File: src/manchester_fsk_tone_generator_macros.svh
// Assertion macros shared by the tone generator modules.
`ifndef MANCHESTER_FSK_TONE_GENERATOR_MACROS_SVH
`define MANCHESTER_FSK_TONE_GENERATOR_MACROS_SVH

// Property checked on every rising edge of clk, off while rst is high.
`define MFSKTG_ASSERT(label, prop, msg) \
  label: assert property (@(posedge clk) disable iff (rst) prop) \
    else $error(msg);

// Implication form of the check above.
`define MFSKTG_ASSERT_IMPLY(label, ante, cons, msg) \
  `MFSKTG_ASSERT(label, (ante) |-> (cons), msg)

`endif

File: src/mfsktg_pkg.sv
// Package: types, constants and the sine magnitude table of the tone generator.
`timescale 1ns / 1ps
package mfsktg_pkg;

  localparam int DEF_SAMPLES_PER_MS = 441;
  localparam int HALF_MS_MAX        = 255;
  localparam int HALF_MS_RESET      = 5;
  localparam int HALF_MS_W          = 8;

  localparam int TONE_PERIOD = 441;
  localparam int TONE_HALF   = TONE_PERIOD / 2;
  localparam int TONE_A_STEP = 11;
  localparam int TONE_B_STEP = 22;
  localparam int AMPLITUDE   = 28784;
  localparam logic [63:0] PI_Q60 = 64'h3243F6A8885A308D;

  localparam int PHASE_W       = $clog2(TONE_PERIOD);
  localparam int MAG_ENTRIES   = TONE_HALF + 1;
  localparam int MAG_IDX_W     = $clog2(MAG_ENTRIES);
  localparam int MAG_W         = 15;
  localparam int SAMPLE_W      = 16;
  localparam int BITS_PER_BYTE = 8;
  localparam int BIT_IDX_W     = $clog2(BITS_PER_BYTE);

  localparam logic [PHASE_W-1:0] PERIOD_P = PHASE_W'(TONE_PERIOD);
  localparam logic [PHASE_W-1:0] HALF_P   = PHASE_W'(TONE_HALF);
  localparam logic [PHASE_W-1:0] STEP_A_P = PHASE_W'(TONE_A_STEP);
  localparam logic [PHASE_W-1:0] STEP_B_P = PHASE_W'(TONE_B_STEP);

  // input operation codes
  localparam logic FUNC_LOAD = 1'b0;
  localparam logic FUNC_TICK = 1'b1;

  // configuration port
  localparam int APB_ADDR_W = 3;
  localparam int APB_DATA_W = 32;
  localparam int REG_IDX_W  = APB_ADDR_W - 2;
  localparam logic [REG_IDX_W-1:0] REG_HALF_BIT_MS = '0;

  localparam int QUEUE_DEPTH = 2;
  localparam int QPTR_W      = $clog2(QUEUE_DEPTH);
  localparam int QCNT_W      = $clog2(QUEUE_DEPTH + 1);

  // one classified transaction on its way from front to back
  typedef struct packed {
    logic [MAG_IDX_W-1:0] mag_idx;
    logic                 neg;
    logic                 busy;
    logic                 last;
    logic                 rejected;
  } entry_t;

  typedef logic [MAG_ENTRIES-1:0][MAG_W-1:0] mag_rom_t;

  // (a * b) >> 60 in Q60
  function automatic logic [63:0] q60_mul(input logic [63:0] a, input logic [63:0] b);
    logic [127:0] p;
    p = {64'd0, a} * {64'd0, b};
    return p[123:60];
  endfunction

  // trunc(sin(pi * m / 441) * AMPLITUDE) by a Taylor series in Q60
  function automatic logic [MAG_W-1:0] sine_mag(input logic [MAG_IDX_W-1:0] m);
    logic [63:0] q, r, x, x2, term, sum, sh, sl, v;
    q    = PI_Q60 / TONE_PERIOD;
    r    = PI_Q60 % TONE_PERIOD;
    x    = q * 64'(m) + (r * 64'(m)) / TONE_PERIOD;
    x2   = q60_mul(x, x);
    term = x;
    sum  = x;
    term = q60_mul(term, x2) / 64'd6;   sum = sum - term;
    term = q60_mul(term, x2) / 64'd20;  sum = sum + term;
    term = q60_mul(term, x2) / 64'd42;  sum = sum - term;
    term = q60_mul(term, x2) / 64'd72;  sum = sum + term;
    term = q60_mul(term, x2) / 64'd110; sum = sum - term;
    term = q60_mul(term, x2) / 64'd156; sum = sum + term;
    term = q60_mul(term, x2) / 64'd210; sum = sum - term;
    term = q60_mul(term, x2) / 64'd272; sum = sum + term;
    term = q60_mul(term, x2) / 64'd342; sum = sum - term;
    term = q60_mul(term, x2) / 64'd420; sum = sum + term;
    term = q60_mul(term, x2) / 64'd506; sum = sum - term;
    term = q60_mul(term, x2) / 64'd600; sum = sum + term;
    term = q60_mul(term, x2) / 64'd702; sum = sum - term;
    term = q60_mul(term, x2) / 64'd812; sum = sum + term;
    term = q60_mul(term, x2) / 64'd930; sum = sum - term;
    sh = sum >> 30;
    sl = sum & 64'h3FFFFFFF;
    v  = (sh * 64'(AMPLITUDE) + ((sl * 64'(AMPLITUDE)) >> 30)) >> 30;
    return v[MAG_W-1:0];
  endfunction

  function automatic mag_rom_t build_mag_rom();
    mag_rom_t rom;
    for (int i = 0; i < MAG_ENTRIES; i++) begin
      rom[i] = sine_mag(MAG_IDX_W'(i));
    end
    return rom;
  endfunction

  localparam mag_rom_t MAG_ROM = build_mag_rom();

endpackage

File: src/mfsktg_ifs.sv
// Handshake interfaces for the input and result channels.
`timescale 1ns / 1ps

interface mfsktg_in_if;
  logic       valid;
  logic       ready;
  logic       func;
  logic [7:0] byte_value;

  modport source(output valid, func, byte_value, input ready);
  modport sink(input valid, func, byte_value, output ready);
endinterface

interface mfsktg_out_if;
  logic               valid;
  logic               ready;
  logic signed [15:0] sample;
  logic               busy_res;
  logic               last_of_byte;
  logic               rejected;

  modport source(output valid, sample, busy_res, last_of_byte, rejected, input ready);
  modport sink(input valid, sample, busy_res, last_of_byte, rejected, output ready);
endinterface

File: src/mfsktg_front.sv
// Front end: accepts transactions, runs the Manchester bit/half/phase sequencer.
`timescale 1ns / 1ps
`include "manchester_fsk_tone_generator_macros.svh"

module mfsktg_front import mfsktg_pkg::*; #(
  parameter int SAMPLES_PER_MS = DEF_SAMPLES_PER_MS,
  localparam int LEN_W = $clog2(HALF_MS_MAX * SAMPLES_PER_MS + 1)
) (
  input  logic             clk,
  input  logic             rst,
  mfsktg_in_if.sink        items,
  input  logic [LEN_W-1:0] half_len,
  output logic             push_valid,
  input  logic             push_ready,
  output entry_t           push_entry
);

  logic [7:0]           shift_byte, shift_byte_next;
  logic [BIT_IDX_W-1:0] bit_index, bit_index_next;
  logic                 second_half, second_half_next;
  logic [LEN_W-1:0]     sample_count, sample_count_next;
  logic [PHASE_W-1:0]   phase, phase_next;
  logic                 active, active_next;

  logic                 fire;
  logic                 cur_bit;
  logic [PHASE_W-1:0]   step;
  logic [PHASE_W-1:0]   phase_sum;
  logic [PHASE_W-1:0]   phase_adv;
  logic [LEN_W-1:0]     count_inc;
  logic [MAG_IDX_W-1:0] fold_j;
  logic [PHASE_W-1:0]   fold_m2;
  logic [PHASE_W-1:0]   fold_m;

  assign push_valid  = items.valid;
  assign items.ready = push_ready;
  assign fire        = items.valid && push_ready;

  // fold the phase onto the quarter-wave magnitude table
  always_comb begin
    fold_j  = (phase <= HALF_P) ? phase[MAG_IDX_W-1:0]
                                : MAG_IDX_W'(PERIOD_P - phase);
    fold_m2 = {fold_j, 1'b0};
    fold_m  = (fold_m2 > HALF_P) ? PERIOD_P - fold_m2 : fold_m2;
  end

  always_comb begin
    cur_bit   = shift_byte[bit_index];
    // tone A in the first half of a one and in the second half of a zero
    step      = (cur_bit ^ second_half) ? STEP_A_P : STEP_B_P;
    phase_sum = phase + step;
    phase_adv = (phase_sum >= PERIOD_P) ? phase_sum - PERIOD_P : phase_sum;
    count_inc = sample_count + LEN_W'(1);

    shift_byte_next   = shift_byte;
    bit_index_next    = bit_index;
    second_half_next  = second_half;
    sample_count_next = sample_count;
    phase_next        = phase;
    active_next       = active;
    push_entry        = '0;

    if (items.func == FUNC_LOAD) begin
      if (active) begin
        push_entry.rejected = 1'b1;
      end else begin
        shift_byte_next   = items.byte_value;
        bit_index_next    = '0;
        second_half_next  = 1'b0;
        sample_count_next = '0;
        phase_next        = '0;
        active_next       = 1'b1;
      end
    end else if (active) begin
      push_entry.mag_idx = fold_m[MAG_IDX_W-1:0];
      push_entry.neg     = (phase > HALF_P);
      if (count_inc >= half_len) begin
        sample_count_next = '0;
        phase_next        = '0;
        if (second_half) begin
          second_half_next = 1'b0;
          if (bit_index == BIT_IDX_W'(BITS_PER_BYTE - 1)) begin
            bit_index_next  = '0;
            active_next     = 1'b0;
            push_entry.last = 1'b1;
          end else begin
            bit_index_next = bit_index + BIT_IDX_W'(1);
          end
        end else begin
          second_half_next = 1'b1;
        end
      end else begin
        sample_count_next = count_inc;
        phase_next        = phase_adv;
      end
    end
    push_entry.busy = active_next;
  end

  always_ff @(posedge clk) begin
    if (rst) begin
      shift_byte   <= '0;
      bit_index    <= '0;
      second_half  <= 1'b0;
      sample_count <= '0;
      phase        <= '0;
      active       <= 1'b0;
    end else if (fire) begin
      shift_byte   <= shift_byte_next;
      bit_index    <= bit_index_next;
      second_half  <= second_half_next;
      sample_count <= sample_count_next;
      phase        <= phase_next;
      active       <= active_next;
    end
  end

  `MFSKTG_ASSERT_IMPLY(a_idle_only_after_last, !$past(rst) && $fell(active), $past(fire && push_entry.last), "byte ended without a last-sample transaction")

endmodule

File: src/mfsktg_queue.sv
// Two-entry queue between the sequencer and the sample stage.
`timescale 1ns / 1ps
`include "manchester_fsk_tone_generator_macros.svh"

module mfsktg_queue import mfsktg_pkg::*; (
  input  logic   clk,
  input  logic   rst,
  input  logic   push_valid,
  output logic   push_ready,
  input  entry_t push_entry,
  output logic   pop_valid,
  input  logic   pop_ready,
  output entry_t pop_entry
);

  entry_t            slots [QUEUE_DEPTH];
  logic [QPTR_W-1:0] wr_ptr;
  logic [QPTR_W-1:0] rd_ptr;
  logic [QCNT_W-1:0] count;
  logic              push;
  logic              pop;

  assign push_ready = (count != QCNT_W'(QUEUE_DEPTH));
  assign pop_valid  = (count != '0);
  assign pop_entry  = slots[rd_ptr];
  assign push       = push_valid && push_ready;
  assign pop        = pop_valid && pop_ready;

  always_ff @(posedge clk) begin
    if (push) begin
      slots[wr_ptr] <= push_entry;
    end
  end

  always_ff @(posedge clk) begin
    if (rst) begin
      wr_ptr <= '0;
      rd_ptr <= '0;
      count  <= '0;
    end else begin
      if (push) begin
        wr_ptr <= wr_ptr + QPTR_W'(1);
      end
      if (pop) begin
        rd_ptr <= rd_ptr + QPTR_W'(1);
      end
      unique case ({push, pop})
        2'b10:   count <= count + QCNT_W'(1);
        2'b01:   count <= count - QCNT_W'(1);
        default: count <= count;
      endcase
    end
  end

  `MFSKTG_ASSERT(a_count_in_range, count <= QCNT_W'(QUEUE_DEPTH), "queue count past depth")
  `MFSKTG_ASSERT(a_ptrs_match_count, QPTR_W'(wr_ptr - rd_ptr) == count[QPTR_W-1:0], "queue pointers disagree with count")

endmodule

File: src/mfsktg_back.sv
// Back end: sine table lookup and the registered result stage.
`timescale 1ns / 1ps
`include "manchester_fsk_tone_generator_macros.svh"

module mfsktg_back import mfsktg_pkg::*; (
  input  logic        clk,
  input  logic        rst,
  input  logic        pop_valid,
  output logic        pop_ready,
  input  entry_t      pop_entry,
  mfsktg_out_if.source results
);

  logic                       valid;
  logic signed [SAMPLE_W-1:0] sample;
  logic                       busy_res;
  logic                       last_of_byte;
  logic                       rejected;
  logic signed [SAMPLE_W-1:0] mag_s;
  logic                       pop;

  assign pop_ready = !valid || results.ready;
  assign pop       = pop_valid && pop_ready;
  assign mag_s     = SAMPLE_W'(MAG_ROM[pop_entry.mag_idx]);

  always_ff @(posedge clk) begin
    if (rst) begin
      valid <= 1'b0;
    end else if (pop_ready) begin
      valid <= pop_valid;
    end
  end

  always_ff @(posedge clk) begin
    if (pop) begin
      sample       <= pop_entry.neg ? -mag_s : mag_s;
      busy_res     <= pop_entry.busy;
      last_of_byte <= pop_entry.last;
      rejected     <= pop_entry.rejected;
    end
  end

  assign results.valid        = valid;
  assign results.sample       = sample;
  assign results.busy_res     = busy_res;
  assign results.last_of_byte = last_of_byte;
  assign results.rejected     = rejected;

  `MFSKTG_ASSERT_IMPLY(a_last_goes_idle, valid && last_of_byte, !busy_res && !rejected, "last sample flagged while still busy")
  `MFSKTG_ASSERT_IMPLY(a_reject_is_silent, valid && rejected, busy_res && sample == '0, "rejected load carried a sample or idle flag")

endmodule

File: src/manchester_fsk_tone_generator.sv
// Top level: Manchester-coded two-tone sample generator with APB configuration.
//
// items (sink): func selects load (store byte_value and start sending it) or tick
// (ask for the next sample). results (source): one transaction per input
// transaction, carrying sample, busy_res, last_of_byte and rejected.
// A loaded byte goes out LSB first, each bit as two half-bits of
// half_bit_ms * SAMPLES_PER_MS samples; a load while busy is flagged rejected.
// The APB register half_bit_ms lies at address 0; write it only while idle.
// Throughput: one transaction per cycle while results takes them, as the front
// sequencer updates its phase and counter for every accepted transaction.
// Latency: an accepted transaction is registered in a queue slot and then in
// the table lookup result register before results shows it.
// Reset: the block is idle with half_bit_ms = 5, queue and result stage empty.
// When results stalls, the result register and the two-entry queue fill and
// items.ready drops; nothing is lost or repeated.
`timescale 1ns / 1ps

module manchester_fsk_tone_generator import mfsktg_pkg::*; #(
  parameter int SAMPLES_PER_MS = DEF_SAMPLES_PER_MS
) (
  input  logic                  clk,
  input  logic                  rst,
  mfsktg_in_if.sink             items,
  mfsktg_out_if.source          results,
  input  logic                  psel,
  input  logic                  penable,
  input  logic                  pwrite,
  input  logic [APB_ADDR_W-1:0] paddr,
  input  logic [APB_DATA_W-1:0] pwdata,
  output logic [APB_DATA_W-1:0] prdata,
  output logic                  pready
);

  localparam int LEN_W = $clog2(HALF_MS_MAX * SAMPLES_PER_MS + 1);

  logic [HALF_MS_W-1:0] half_bit_ms;
  logic [LEN_W-1:0]     half_len;
  logic [HALF_MS_W-1:0] ms_eff;
  logic                 cfg_write;
  logic                 reg_hit;

  logic   push_valid;
  logic   push_ready;
  entry_t push_entry;
  logic   pop_valid;
  logic   pop_ready;
  entry_t pop_entry;

  assign pready    = 1'b1;
  assign reg_hit   = (paddr[APB_ADDR_W-1:2] == REG_HALF_BIT_MS);
  assign cfg_write = psel && penable && pwrite && reg_hit;
  // zero length counts as one millisecond
  assign ms_eff    = (pwdata[HALF_MS_W-1:0] == '0) ? HALF_MS_W'(1) : pwdata[HALF_MS_W-1:0];
  assign prdata    = reg_hit ? APB_DATA_W'(half_bit_ms) : '0;

  always_ff @(posedge clk) begin
    if (rst) begin
      half_bit_ms <= HALF_MS_W'(HALF_MS_RESET);
      half_len    <= LEN_W'(HALF_MS_RESET * SAMPLES_PER_MS);
    end else if (cfg_write) begin
      half_bit_ms <= pwdata[HALF_MS_W-1:0];
      half_len    <= LEN_W'(ms_eff) * LEN_W'(SAMPLES_PER_MS);
    end
  end

  mfsktg_front #(
    .SAMPLES_PER_MS(SAMPLES_PER_MS)
  ) u_front (
    .clk       (clk),
    .rst       (rst),
    .items     (items),
    .half_len  (half_len),
    .push_valid(push_valid),
    .push_ready(push_ready),
    .push_entry(push_entry)
  );

  mfsktg_queue u_queue (
    .clk       (clk),
    .rst       (rst),
    .push_valid(push_valid),
    .push_ready(push_ready),
    .push_entry(push_entry),
    .pop_valid (pop_valid),
    .pop_ready (pop_ready),
    .pop_entry (pop_entry)
  );

  mfsktg_back u_back (
    .clk      (clk),
    .rst      (rst),
    .pop_valid(pop_valid),
    .pop_ready(pop_ready),
    .pop_entry(pop_entry),
    .results  (results)
  );

endmodule
File: src/flat_wrapper.sv
// flat-port wrapper written by rule: the top's interface ports become plain ports
module manchester_fsk_tone_generator_flat import mfsktg_pkg::*;
#(
  parameter int SAMPLES_PER_MS = DEF_SAMPLES_PER_MS
)
  (clk, rst, psel, penable, pwrite, paddr, pwdata, prdata, pready, items_valid, items_func, items_byte_value, items_ready, results_valid, results_sample, results_busy_res, results_last_of_byte, results_rejected, results_ready);
  mfsktg_in_if items_i ();
  mfsktg_out_if results_i ();
  input  logic clk;
  input  logic rst;
  input  logic psel;
  input  logic penable;
  input  logic pwrite;
  input  logic [APB_ADDR_W-1:0] paddr;
  input  logic [APB_DATA_W-1:0] pwdata;
  output logic [APB_DATA_W-1:0] prdata;
  output logic pready;
  input wire logic [$bits(items_i.valid)-1:0] items_valid;
  input wire logic [$bits(items_i.func)-1:0] items_func;
  input wire logic [$bits(items_i.byte_value)-1:0] items_byte_value;
  output wire logic [$bits(items_i.ready)-1:0] items_ready;
  output wire logic [$bits(results_i.valid)-1:0] results_valid;
  output wire logic [$bits(results_i.sample)-1:0] results_sample;
  output wire logic [$bits(results_i.busy_res)-1:0] results_busy_res;
  output wire logic [$bits(results_i.last_of_byte)-1:0] results_last_of_byte;
  output wire logic [$bits(results_i.rejected)-1:0] results_rejected;
  input wire logic [$bits(results_i.ready)-1:0] results_ready;
  assign items_i.valid = items_valid;
  assign items_i.func = items_func;
  assign items_i.byte_value = items_byte_value;
  assign items_ready = items_i.ready;
  assign results_valid = results_i.valid;
  assign results_sample = results_i.sample;
  assign results_busy_res = results_i.busy_res;
  assign results_last_of_byte = results_i.last_of_byte;
  assign results_rejected = results_i.rejected;
  assign results_i.ready = results_ready;
  manchester_fsk_tone_generator #(.SAMPLES_PER_MS(SAMPLES_PER_MS)) u_core (.clk(clk), .rst(rst), .items(items_i), .results(results_i), .psel(psel), .penable(penable), .pwrite(pwrite), .paddr(paddr), .pwdata(pwdata), .prdata(prdata), .pready(pready));
endmodule
File: config.mk
export PLATFORM = sky130hd
export DESIGN_NAME = manchester_fsk_tone_generator_flat
export DESIGN_NICKNAME = d
export VERILOG_FILES = /design/src/mfsktg_pkg.sv /design/src/mfsktg_ifs.sv /design/src/mfsktg_front.sv /design/src/mfsktg_queue.sv /design/src/mfsktg_back.sv /design/src/manchester_fsk_tone_generator.sv /design/src/flat_wrapper.sv
export VERILOG_INCLUDE_DIRS = /design/src /design/src/src
export SDC_FILE = /design/constraint.sdc
export NUM_CORES = 1
export LEC_CHECK = 0
export ABC_CLOCK_PERIOD_IN_PS = 8000
export BUFFER_PORTS_ARGS = -buffer_cell sky130_fd_sc_hd__clkbuf_2
export CELL_PAD_IN_SITES_DETAIL_PLACEMENT = 2
export CELL_PAD_IN_SITES_GLOBAL_PLACEMENT = 2
export CORE_ASPECT_RATIO = 1.25
export CORE_MARGIN = 5
export CORE_UTILIZATION = 40
export DETAILED_ROUTE_END_ITERATION = 10
export PLACE_DENSITY = 0.95
export SETUP_SLACK_MARGIN = 0.4
export SYNTH_ARGS = -nofsm -noshare
export SYNTH_HDL_FRONTEND = slang
export SYNTH_SLANG_ARGS = --single-unit
export TNS_END_PERCENT = 30
File: constraint.sdc
create_clock -name clk -period 8 [get_ports clk]
set_clock_uncertainty 0.05 [all_clocks]
set_input_delay 1.6 -clock clk [delete_from_list [all_inputs] [get_ports clk]]
set_output_delay 1.6 -clock clk [all_outputs]
set_load 0.03 [all_outputs]
# After elaboration in Yosys (flattened, before gate mapping)
# Memories as Yosys holds them, arrays and structs flattened. A register that Yosys moved wholly into a read port is not among the register bits.
# Cells that the tools add are included.
# op_classes
order_cmp,7
n_reduce_logical,14
muxes,48
addsub,11
n_mul,1
eq_ne,8
n_bitwise,4
# ops
operator,count
two-way mux 17 bit,4
two-way mux 9 bit,7
two-way mux 8 bit,4
two-way mux 15 bit,2
two-way mux 1 bit,22
"> comparator 9 x 8 -> 1 bit, second input constant",2
two-way mux 3 bit,6
"adder 17 x 1 -> 17 bit, second input constant",1
greater-or-equal comparator 17 bit,1
"multiplier 8 x 9 -> 17 bit, second input constant",1
negator 15 -> 16 bit,1
"subtractor 8 bit, first input constant",2
adder 9 x 5 -> 9 bit,1
"greater-or-equal comparator 9 bit, second input constant",1
"<= comparator 9 x 8 -> 1 bit, second input constant",1
"< comparator 8 x 9 -> 1 bit, second input constant",1
"subtractor 9 bit, second input constant",1
zero test 8 bit,1
"!= test 2 bit, second input constant",3
AND reduction 3 bit,2
logical AND 1 bit,5
two-way mux 5 bit,1
AND reduction 5 bit,1
"< comparator 3 x 4 -> 1 bit, second input constant",1
other kinds (16),21
# totals
mem_bits_rw,24
romBits,3840
mem_count,2
output_inout_bits,54
wordCells,112
in_bits,51
regBits,88
# mem_list
name,words,word_bits,rd,rd_clocked_by_memory_dff,write_ports,line,text
(name not given),256,15,1,0,0,mfsktg_back.sv:24,assign mag_s = SAMPLE_W'(MAG_ROM[pop_entry.mag_idx]);
u_core.u_queue.slots,2,12,1,1,1,mfsktg_queue.sv:16,entry_t slots [QUEUE_DEPTH];

# Longest topological paths before layout
# Gate-level depths: netlist of run 1.
# depth
depth_word,10
ltp_mapped,21
mapped_depth_nobuf,21

# Modules after synthesis
# From an unflattened synthesis of run 1, not the netlist that was laid out.
# unflattened
hier_cells,1418
hier_area_um2,11772.5
# by_module_without_submodules
module,area_per_inst_um2,instances,seq_area_each_um2,cells_per_inst
mfsktg_back,4685.7,1,590.6,648
mfsktg_front,3434.5,1,780.7,413
manchester_fsk_tone_generator,2568.7,1,500.5,296
mfsktg_queue,1083.5,1,820.8,61

# Worst setup path before layout of run 1
# Ideal clock, no wire load.
# synth_timing
kind,input -> register
from,in pwdata[6]
to,reg u_core.half_len[13]
stages,20
path_buffers,0
slack_ns,2.091
arrival_ns,5.789
setup_time_ns,0.070
required_ns,7.880
path_cell_list,inv_1 -> ha_1 -> nand4_1 -> nor2b_1 -> mux2_2 -> ha_1 -> nor2_1 -> fa_1 -> inv_1 -> fa_1 -> fa_1 -> ha_1 -> o21ai_0 -> a21boi_0 -> o21ai_0 -> a21boi_0 -> o21ai_0 -> a21boi_0 -> or3_1 -> a21oi_1
# synth_between
elab_chain_len,3
# synth_lines
element,line,text
start: declaration,flat_wrapper.sv:15,input logic [APB_DATA_W-1:0] pwdata;
zero test 8 bit,manchester_fsk_tone_generator.sv:53,assign ms_eff = (pwdata[HALF_MS_W-1:0] == '0) ? HALF_MS_W'(1) : pwdata[HALF_MS_W-1:0];
two-way mux 8 bit (*),manchester_fsk_tone_generator.sv:53,
multiplier 8 x 9 -> 17 bit (*),manchester_fsk_tone_generator.sv:62,half_len <= LEN_W'(ms_eff) * LEN_W'(SAMPLES_PER_MS);
end signal: assignment,manchester_fsk_tone_generator.sv:59,half_len <= LEN_W'(HALF_MS_RESET * SAMPLES_PER_MS);
end signal: assignment,manchester_fsk_tone_generator.sv:62,
end: declaration,manchester_fsk_tone_generator.sv:37,logic [LEN_W-1:0] half_len;
# Every way passes the cells marked *; elsewhere a longest branch is shown, timed or not.
# A chain may end at the register's enable or synchronous reset.

# Worst setup path after layout of run 1
# Same ends and word-level chain as after synthesis.

==> results of run 1 <==
-- registers in the layout, indices dropped and copies added, names as in the netlist, named ones only --
signal / cells
u_core.u_back.results.last_of_byte: 1
u_core.u_queue.rd_ptr: 1
u_core.u_front.phase: 9
u_core.u_back.results.rejected: 1
u_core.u_front.sample_count: 17
u_core.u_back.results.valid: 1
u_core.u_front.second_half: 1
u_core.half_len: 17
u_core.u_queue.count: 2
u_core.u_front.bit_index: 3
u_core.u_queue.wr_ptr: 1
u_core.u_front.shift_byte: 8
u_core.half_bit_ms: 8
u_core.u_back.results.sample: 16
u_core.u_back.results.busy_res: 1
u_core.u_queue.slots: 24
u_core.u_front.active: 1
-- worst min-delay path: cells and delay by family, from the launching register on --
family,cells,cell delay [ns]
AND/OR/NAND/NOR,1,0.07
flip-flops,1,0.32
AO/OA/AOI/OAI,1,0.06
-- final cells by class --
type / instances / share of cell area
Sequential cell: 113 / 0.206
Tap cell: 401 / 0.0383
Multi-Input combinational cell: 1195 / 0.650
Clock inverter: 12 / 0.0120
Inverter: 88 / 0.0252
Clock buffer: 20 / 0.0341
Timing Repair Buffer: 78 / 0.0346
-- path summary, 6_finish.rpt --
path              cells after the start                                      endpoint                                   startpoint  slack [ns]
setup / recovery                     21              u_core.half_len[13]$_SDFFE_PP0P_                                    pwdata[6]        0.73
hold / removal                        2            u_core.half_bit_ms[5]$_SDFFE_PP0P_           u_core.half_bit_ms[5]$_SDFFE_PP0P_        0.45
setup reg to reg                     16  u_core.u_front.sample_count[14]$_SDFFE_PP0P_  u_core.u_front.sample_count[0]$_SDFFE_PP0P_        1.73
hold reg to reg                       2            u_core.half_bit_ms[5]$_SDFFE_PP0P_           u_core.half_bit_ms[5]$_SDFFE_PP0P_        0.45
-- cell usage in the layout (no fill, tap or decap), types with 25 or more instances in the layout --
cell	n
edfxtp_1	43
inv_1	83
xnor2_1	46
dfxtp_1	69
o21ai_0	70
o211ai_1	25
a21oi_1	100
nand2_1	156
mux2i_1	36
ha_1	105
nor3_1	40
clkbuf_2	53
nand3_1	35
buf_4	25
a211oi_1	37
nor2b_1	30
conb_1	25
nor2_1	111
-- kinds of logic (layout without fill, tap and decap cells) --
logic type / after synthesis / count (layout) / share of synthesized area
compound gates: 452 / 452 / 0.263
fa+ha+maj: 126 / 126 / 0.144
other cells: 2 / 25 / 0.000623
xor+xnor: 67 / 67 / 0.0487
mux: 58 / 58 / 0.0542
simple gates: 467 / 467 / 0.186
buf+inv: 215 / 198 / 0.0812
flops: 113 / 113 / 0.223
-- power breakdown --
part | internal (mW) | total, mW | switching [mW]
Combinational | 0.983 | 3.28 | 2.30
Clock | 0.499 | 0.831 | 0.332
Sequential | 0.744 | 0.859 | 0.114
Total | 2.23 | 4.97 | 2.74
-- metal layers --
| metal | vias up | GRT usage | part of all wire |
|---|---|---|---|
| met5 | - | 0 | 0.00020 |
| met4 | 2 | 0.307 | 0.094 |
| met3 | 320 | 0.0619 | 0.055 |
| met2 | 689 | 0.649 | 0.50 |
| met1 | 6529 | 0.394 | 0.35 |
| li1 | 5437 | - | - |
-- per-stage QoR --
stage               setup slack, ns  std cells  hold slack, ns   util
floorplan                      2.09       1523           0.382      -
global placement               1.54       1875           0.390  0.417
detailed placement            0.862       1875           0.426  0.417
CTS                           0.915       1907           0.438  0.437
global route                  0.531       1907           0.469  0.437
finish                        0.733       1907           0.446  0.437
==> impl_metrics.ini, run 1 <==
[finish]
drive_gt1_frac = 0.106
seqCellArea_um2 = 2700
diodes = 0
fill_cells = 3336
area_delta_synth_final_pct = 8.54
final_cell_area_um2 = 13100
layout.nets = 1670
multiInputGateArea_um2 = 8500

[timing]
maxSlewHeadroom = 0.116
finalHoldViolations = 0
fin_crit_sh = 0.908
finalSetupTns_ns = 0
worstMarginPinSlew_ns = 1.32
slew_violations = 0
rsz0062_at_grt = no
setup_viol = 0
min_period_ns = 7.27
fmax_mhz = 138

[pwr]
power_density_nw_per_um2 = 380
power.total_mw = 4.97
peakVddDrop_v = 0.000192
p_leak_nw = 5.25

[placed_design]
post_dp_cell_area_um2 = 12500
dp_hpwl_um = 43000
portBuffers = 53
gp_congestion = 1.03

[floorplanning]
initial_core_util = 0.403
rows = 71
ios = 105
fp.dieW_um = 165
core-area_um2 = 29900
die-area_um2 = 33700
die_h_um = 204

[global_routing]
antenna_found_initial = 1
grt_pass1_vias = 14300
grt_usage = 0.375
grt_pass1_wl_um = 94400
overflow = 0
grt_start_max_net_pins = 47

[clock_tree]
cts_buffers = 17
cts.hold.buffers_added = 0
cts.htree.levels = 4
cts_setup_buffers = 0
insertion_delay_ns = 0.46
clock-sinks = 113
post_cts_resized = 0
cts_tree = yes
clk_pin_slew_ns = 0.06
root_buffer = clkbuf_16
clockBufferDepth = 2

[setup_path]
crit_chain = clkbuf_2 > inv_1 > ha_1 > nand4_1 > nor2b_1 > mux2_2 > ha_1 > nor2_1 > fa_1 > inv_1 > fa_1 > fa_1 > ha_1 > o21ai_0 > a21boi_0 > o21ai_0 > a21boi_0 > o21ai_0 > a21boi_0 > or3_1 > a21oi_1
critPathMaxFanout = 7
cpPeakStageDelay_ns = 0.50
crit_required_ns = 8.28
start_kind = input pin
cp.arrival_ns = 7.54
cp_num_buf_inv = 3
cp_top_family = adder cells
cp-end-kind = flip-flop
worstSetupPathType = in2reg
worst_path_max_delay_cell = fa_1

[synth]
synth_ff_type = dfxtp_1
synth.most_common_cell = nand2_1
synth.cell_area_um2 = 12100
synthArstFlopShare = 0
netlist_top_cells_count = 156 x nand2_1, 111 x nor2_1, 105 x ha_1
yosysWarnings = 0
ys_ff_latch = 113
netlist.area_leader.share = 0.116
synth_edf_count = 43
yosysSeqAreaShare = 0.223
synthCells = 1500
yosysTopAreaCell = dfxtp_1
ys_types = 102
synth_area_leaders = dfxtp_1 12%, ha_1 11%, edfxtp_1 11%
syn_area_per_cell_um2 = 8.04

[route]
drt_iter0_drc = 1259
vias_per_cell = 6.80
vias = 13000
postRouteAntennaNets = 0
post_drt_wl_per_cell_um = 33.5
drc = 0
dr.pass1.iters = 6
wl_um = 63800

[min_path]
hold_path_class = reg2reg

[run]
maxCapViolCount = 0

[status]
status = completed
No activity file was read; power rests on OpenSTA's default activity.
==> run 2: changes to the inputs <==
--- a/config.mk
+++ b/config.mk
@@ -6,15 +6,15 @@
 export SDC_FILE = /design/constraint.sdc
 export NUM_CORES = 1
 export LEC_CHECK = 0
-export ABC_CLOCK_PERIOD_IN_PS = 8000
+export ABC_CLOCK_PERIOD_IN_PS = 6800
 export BUFFER_PORTS_ARGS = -buffer_cell sky130_fd_sc_hd__clkbuf_2
 export CELL_PAD_IN_SITES_DETAIL_PLACEMENT = 2
 export CELL_PAD_IN_SITES_GLOBAL_PLACEMENT = 2
 export CORE_ASPECT_RATIO = 1.25
 export CORE_MARGIN = 5
-export CORE_UTILIZATION = 40
+export CORE_UTILIZATION = 37
 export DETAILED_ROUTE_END_ITERATION = 10
-export PLACE_DENSITY = 0.95
+export PLACE_DENSITY = 0.92
 export SETUP_SLACK_MARGIN = 0.4
 export SYNTH_ARGS = -nofsm -noshare
 export SYNTH_HDL_FRONTEND = slang
==> constraint.sdc (replaced) <==
create_clock -name clk -period 6.8 [get_ports clk]
set_clock_uncertainty 0.05 [all_clocks]
set_input_delay 1.36 -clock clk [delete_from_list [all_inputs] [get_ports clk]]
set_output_delay 1.36 -clock clk [all_outputs]
set_load 0.03 [all_outputs]
==> impl_metrics.ini, run 2 (synthesis results as in run 1) <==
[clock_tree]
cts_buffers = 17
cts_tree = yes
clock-sinks = 113
cts.htree.levels = 4
insertion_delay_ns = 0.45
root_buffer = clkbuf_16
clk_pin_slew_ns = 0.07
clockBufferDepth = 2

[timing]
min_period_ns = 6.15
rsz0062_at_grt = no
hold_slack_ns = 0.431
fmax_mhz = 162
worstMarginPinSlew_ns = 1.40
slew_violations = 0
finalHoldViolations = 0
fin_crit_sh = 0.905
setup_viol = 0
maxSlewHeadroom = 0.0596

[floorplanning]
ios = 105
die_h_um = 212
initial_core_util = 0.372
die-area_um2 = 36300
rows = 74
fp.dieW_um = 171
core-area_um2 = 32400

[min_path]
hold_path_class = reg2reg

[finish]
regMostFlops = u_core.u_queue.slots
largest_register_ffs = 24
final_util = 0.409
final_cell_mix = 156 x nand2_1, 110 x nor2_1, 105 x ha_1
drive_gt1_frac = 0.115
largest_registers = u_core.u_queue.slots: 24 flops, u_core.half_len: 17 flops, u_core.u_front.sample_count: 17 flops
area_delta_synth_final_pct = 9.97
layout_commonest_cell = nand2_1
layout.nets = 1681

[route]
postRouteAntennaNets = 0
wl_um = 63600
vias_per_cell = 6.83
drt_iter0_drc = 1362
dr.pass1.iters = 8
drc = 0
vias = 13200
post_drt_wl_per_cell_um = 32.8

[setup_path]
cpPeakStageDelay_ns = 0.50
cp-end-kind = flip-flop
worst_path_max_delay_cell = fa_1
crit_chain = clkbuf_2 > inv_1 > ha_1 > nand4_1 > nor2b_1 > mux2_2 > ha_1 > nor2_2 > fa_1 > inv_1 > fa_1 > fa_1 > ha_1 > o21ai_0 > a21boi_1 > o21ai_2 > a21boi_2 > o21ai_1 > a21boi_1 > o21a_1 > o211ai_1
crit_required_ns = 7.07
start_kind = input pin
regToRegSetupSlack_ns = 0.69
critPathMaxFanout = 6
worstSetupPathType = in2reg
cp.arrival_ns = 6.42

[global_routing]
overflow = 0
antenna_found_initial = 1
grt_usage = 0.345
grt_pass1_wl_um = 94900
grt_pass1_vias = 14400
grt_start_max_net_pins = 75

[pwr]
power_density_nw_per_um2 = 448
p_leak_nw = 5.34
peakVddDrop_v = 0.000342
power.total_mw = 5.95

[status]
status = completed

[placed_design]
portBuffers = 53
dp_hpwl_um = 41900
gp_congestion = 1.03

[run]
maxCapViolCount = 0
## run 2: timing repair
action	4_1_cts	5_1_grt
resized for setup	3	5
endpoints found under the setup margin	2	2
hold endpoints to repair	0	0
pin swaps	0	1
buffers inserted	0	3
hold buffers	0	0
## run 2: where the power goes
group / internal [mW] / switching [mW] / leakage (nW)
Sequential: 0.876 / 0.145 / 0.981
Combinational: 1.19 / 2.71 / 4.05
Clock: 0.597 / 0.426 / 0.314
## run 2: final timing paths
check | start | to | depth (start not counted)
worst max-delay path | pwdata[2] | u_core.half_len[15]$_SDFFE_PP0P_ | 21
worst max register to register | u_core.u_front.sample_count[0]$_SDFFE_PP0P_ | u_core.u_front.sample_count[2]$_SDFFE_PP0P_ | 16
worst min register to register | u_core.half_len[12]$_SDFFE_PP0P_ | u_core.half_len[12]$_SDFFE_PP0P_ | 2
worst min-delay path | u_core.half_len[12]$_SDFFE_PP0P_ | u_core.half_len[12]$_SDFFE_PP0P_ | 2
## run 2: cell type report
type | instances | area, µm²
diodes | 1 | 2.50
clock buffers | 19 | 475
clock inverters | 13 | 164
fillers | 3650 | 19100
inverters | 88 | 330
multi-input cells | 1195 | 8510
flip-flops and latches | 113 | 2700
well taps | 418 | 523
repair buffers | 89 | 561
## run 2: stage by stage
step	instances	TNS (ns)	worst slack, ns	instance area, µm²
detailed placement	1900	-0.0102	-0.0102	12600
floorplan	1523	0	1.13	12100
finish	1936	0	0.646	13300
global route	1935	0	0.414	13300
CTS	1932	0	0.365	13200
global placement	1900	0	0.606	12600
## run 2: routing by layer
metal | share of wire | global-route usage | vias to the layer above
met1 | 0.35 | 0.372 | 6699
met2 | 0.50 | 0.605 | 722
met4 | 0.087 | 0.246 | 0
met3 | 0.056 | 0.0598 | 329
met5 | 0 | 0 | -
li1 | - | - | 5480
## run 2: critical path, delay by kind of cell
family	cells	cell delay (ns)
simple gates	3	0.58
buf+inv	3	0.34
compound gates	8	1.65
mux	1	0.33
fa+ha+maj	6	2.14
==> run 3: changes to the inputs <==
--- a/config.mk
+++ b/config.mk
@@ -7,7 +7,7 @@
 export NUM_CORES = 1
 export LEC_CHECK = 0
 export ABC_CLOCK_PERIOD_IN_PS = 6800
-export BUFFER_PORTS_ARGS = -buffer_cell sky130_fd_sc_hd__clkbuf_2
+export BUFFER_PORTS_ARGS = -buffer_cell sky130_fd_sc_hd__buf_4
 export CELL_PAD_IN_SITES_DETAIL_PLACEMENT = 2
 export CELL_PAD_IN_SITES_GLOBAL_PLACEMENT = 2
 export CORE_ASPECT_RATIO = 1.25
==> impl_metrics.ini, run 3 (synthesis results as in run 1) <==
[route]
drt_iter0_drc = 1077
wl_um = 64100
vias = 13200
post_drt_wl_per_cell_um = 33.1
vias_per_cell = 6.80
postRouteAntennaNets = 0
drc = 0
dr.pass1.iters = 6

[setup_path]
startpoint = pwdata[2]
reg2reg_from = u_core.u_queue.slots[1][6]$_DFFE_PP_
crit_required_ns = 7.13
critPathMaxFanout = 6
cp_num_buf_inv = 3
worst_path_max_delay_cell = fa_1
cp.arrival_ns = 6.73
worstSetupPathType = in2reg
start_kind = input pin
cpPeakStageDelay_ns = 0.50
cp_top_family = adder cells
cp-end-kind = flip-flop
crit_chain = buf_4 > inv_1 > ha_1 > nand4_1 > nor2b_1 > mux2_2 > ha_1 > nor2_1 > fa_1 > inv_1 > fa_1 > fa_1 > ha_1 > o21ai_0 > a21boi_1 > o21ai_2 > a21boi_2 > o21ai_2 > nor3b_1 > or3_1 > a21oi_1

[pwr]
power_density_nw_per_um2 = 444
peakVddDrop_v = 0.000243
internal_power_mw = 2.66
swShare = 0.551
pwr-share-clk = 0.154
pwr-share-seq = 0.173
power.switching_mw = 3.26
pwr-share-comb = 0.673
p_leak_nw = 5.34

[min_path]
hold_path_class = reg2reg
hold_start = u_core.half_bit_ms[6]$_SDFFE_PP0P_

[placed_design]
portBuffers = 53
dp_hpwl_um = 41800
gp_congestion = 0.994

[timing]
hold_slack_ns = 0.449
fmax_mhz = 156
slew_violations = 0
min_period_ns = 6.40
worstMarginPinSlew_ns = 1.23
setup_viol = 0
finalHoldViolations = 0
maxSlewHeadroom = 0.160
fin_crit_sh = 0.941
rsz0062_at_grt = yes

[global_routing]
grt_pass1_vias = 14300
grt_pass1_wl_um = 94200
grt_start_max_net_pins = 77
overflow = 0
grt_use_met2 = 0.604
antenna_found_initial = 2
gr-usage-met1 = 0.365
top_usage_layer = met2
grtUsageMet3 = 0.0699
grt_usage = 0.346

[clock_tree]
cts_buffers = 17
cts_tree = yes
cts.htree.levels = 4
clockBufferDepth = 2
clock-sinks = 113
clk_pin_slew_ns = 0.06
root_buffer = clkbuf_16
insertion_delay_ns = 0.46

[run]
maxCapViolCount = 0

[floorplanning]
die_h_um = 212
fp.dieW_um = 171
die-area_um2 = 36300
ios = 105
rows = 74
initial_core_util = 0.372
core-area_um2 = 32400

[finish]
final_util = 0.411
area_delta_synth_final_pct = 10.5
layout.nets = 1682
drive_gt1_frac = 0.114
layout_commonest_cell = nand2_1
final_cell_mix = 156 x nand2_1, 111 x nor2_1, 105 x ha_1
largest_registers = u_core.u_queue.slots: 24 flops, u_core.half_len: 17 flops, u_core.u_front.sample_count: 17 flops
regMostFlops = u_core.u_queue.slots
largest_register_ffs = 24

[status]
status = completed
[run 3: changes by cell type in the layout (fill, tap and decap cells not counted), sizes merged]
cell,delta
bufinv,-2
buf,+54
clkbuf,-43
inv,-5
clkinv,-3
[run 3: through the flow]
step,setup TNS (ns),std cells,setup WS (ns),area [µm²],power (mW)
after floorplan,0,1523,1.13,12100,3.35
after global placement,0,1900,0.597,12700,4.49
after detailed placement,-0.259,1900,-0.202,12700,4.71
after CTS,0,1932,0.393,13300,5.75
after global routing,0,1936,0.333,13300,6.09
final,0,1937,0.399,13300,5.91
[run 3: path summary, 6_finish.rpt]
path | to | slack, ns | cells past startpoint
max | u_core.half_len[13]$_SDFFE_PP0P_ | 0.40 | 21
min | u_core.half_bit_ms[6]$_SDFFE_PP0P_ | 0.45 | 2
max reg2reg | u_core.u_back.results.sample[12]$_DFFE_PP_ | 1.07 | 10
min reg2reg | u_core.half_bit_ms[6]$_SDFFE_PP0P_ | 0.45 | 2
[run 3: what timing repair did]
action | 4_1_cts | 5_1_grt
endpoints found under the setup margin | 3 | 5
gates resized for setup | 7 | 4
setup buffers | 0 | 3
hold buffers | 0 | 0
[run 3: cell type report]
| type | count | area [µm²] |
|---|---|---|
| Inverter | 88 | 330 |
| Fill cell | 3657 | 19100 |
| Multi-Input combinational cell | 1195 | 8520 |
| Timing Repair Buffer | 90 | 679 |
| Antenna cell | 1 | 2.50 |
| Tap cell | 418 | 523 |
| Clock inverter | 3 | 18.8 |
| Clock buffer | 29 | 552 |
| Sequential cell | 113 | 2700 |
[run 3: metal layers]
layer  vias up  share of wire
met1      6585           0.35
met4         2          0.092
met3       371          0.060
met5         -        0.00020
li1       5474              -
met2       732           0.50
[run 3: worst register-to-register path: cells and delay by family (launching register included)]
kind / cells / cell delay, ns
flip-flops: 1 / 0.81
XOR/XNOR: 1 / 0.51
buffers and inverters: 1 / 0.53
AND/OR/NAND/NOR: 3 / 0.96
AO/OA/AOI/OAI: 3 / 1.37
adder cells (fa/ha/maj): 1 / 0.89
multiplexers: 1 / 0.35
[run 3: power groups by stage]
stage          combinational, mW  clock [mW]  sequential, mW
2_1_floorplan               2.29           0            1.05
6_report                    3.98       0.912            1.02
3_5_place_dp                3.68           0            1.03
5_1_grt                     4.11       0.941            1.04
4_1_cts                     3.82       0.912            1.02
3_3_place_gp                3.48           0            1.01
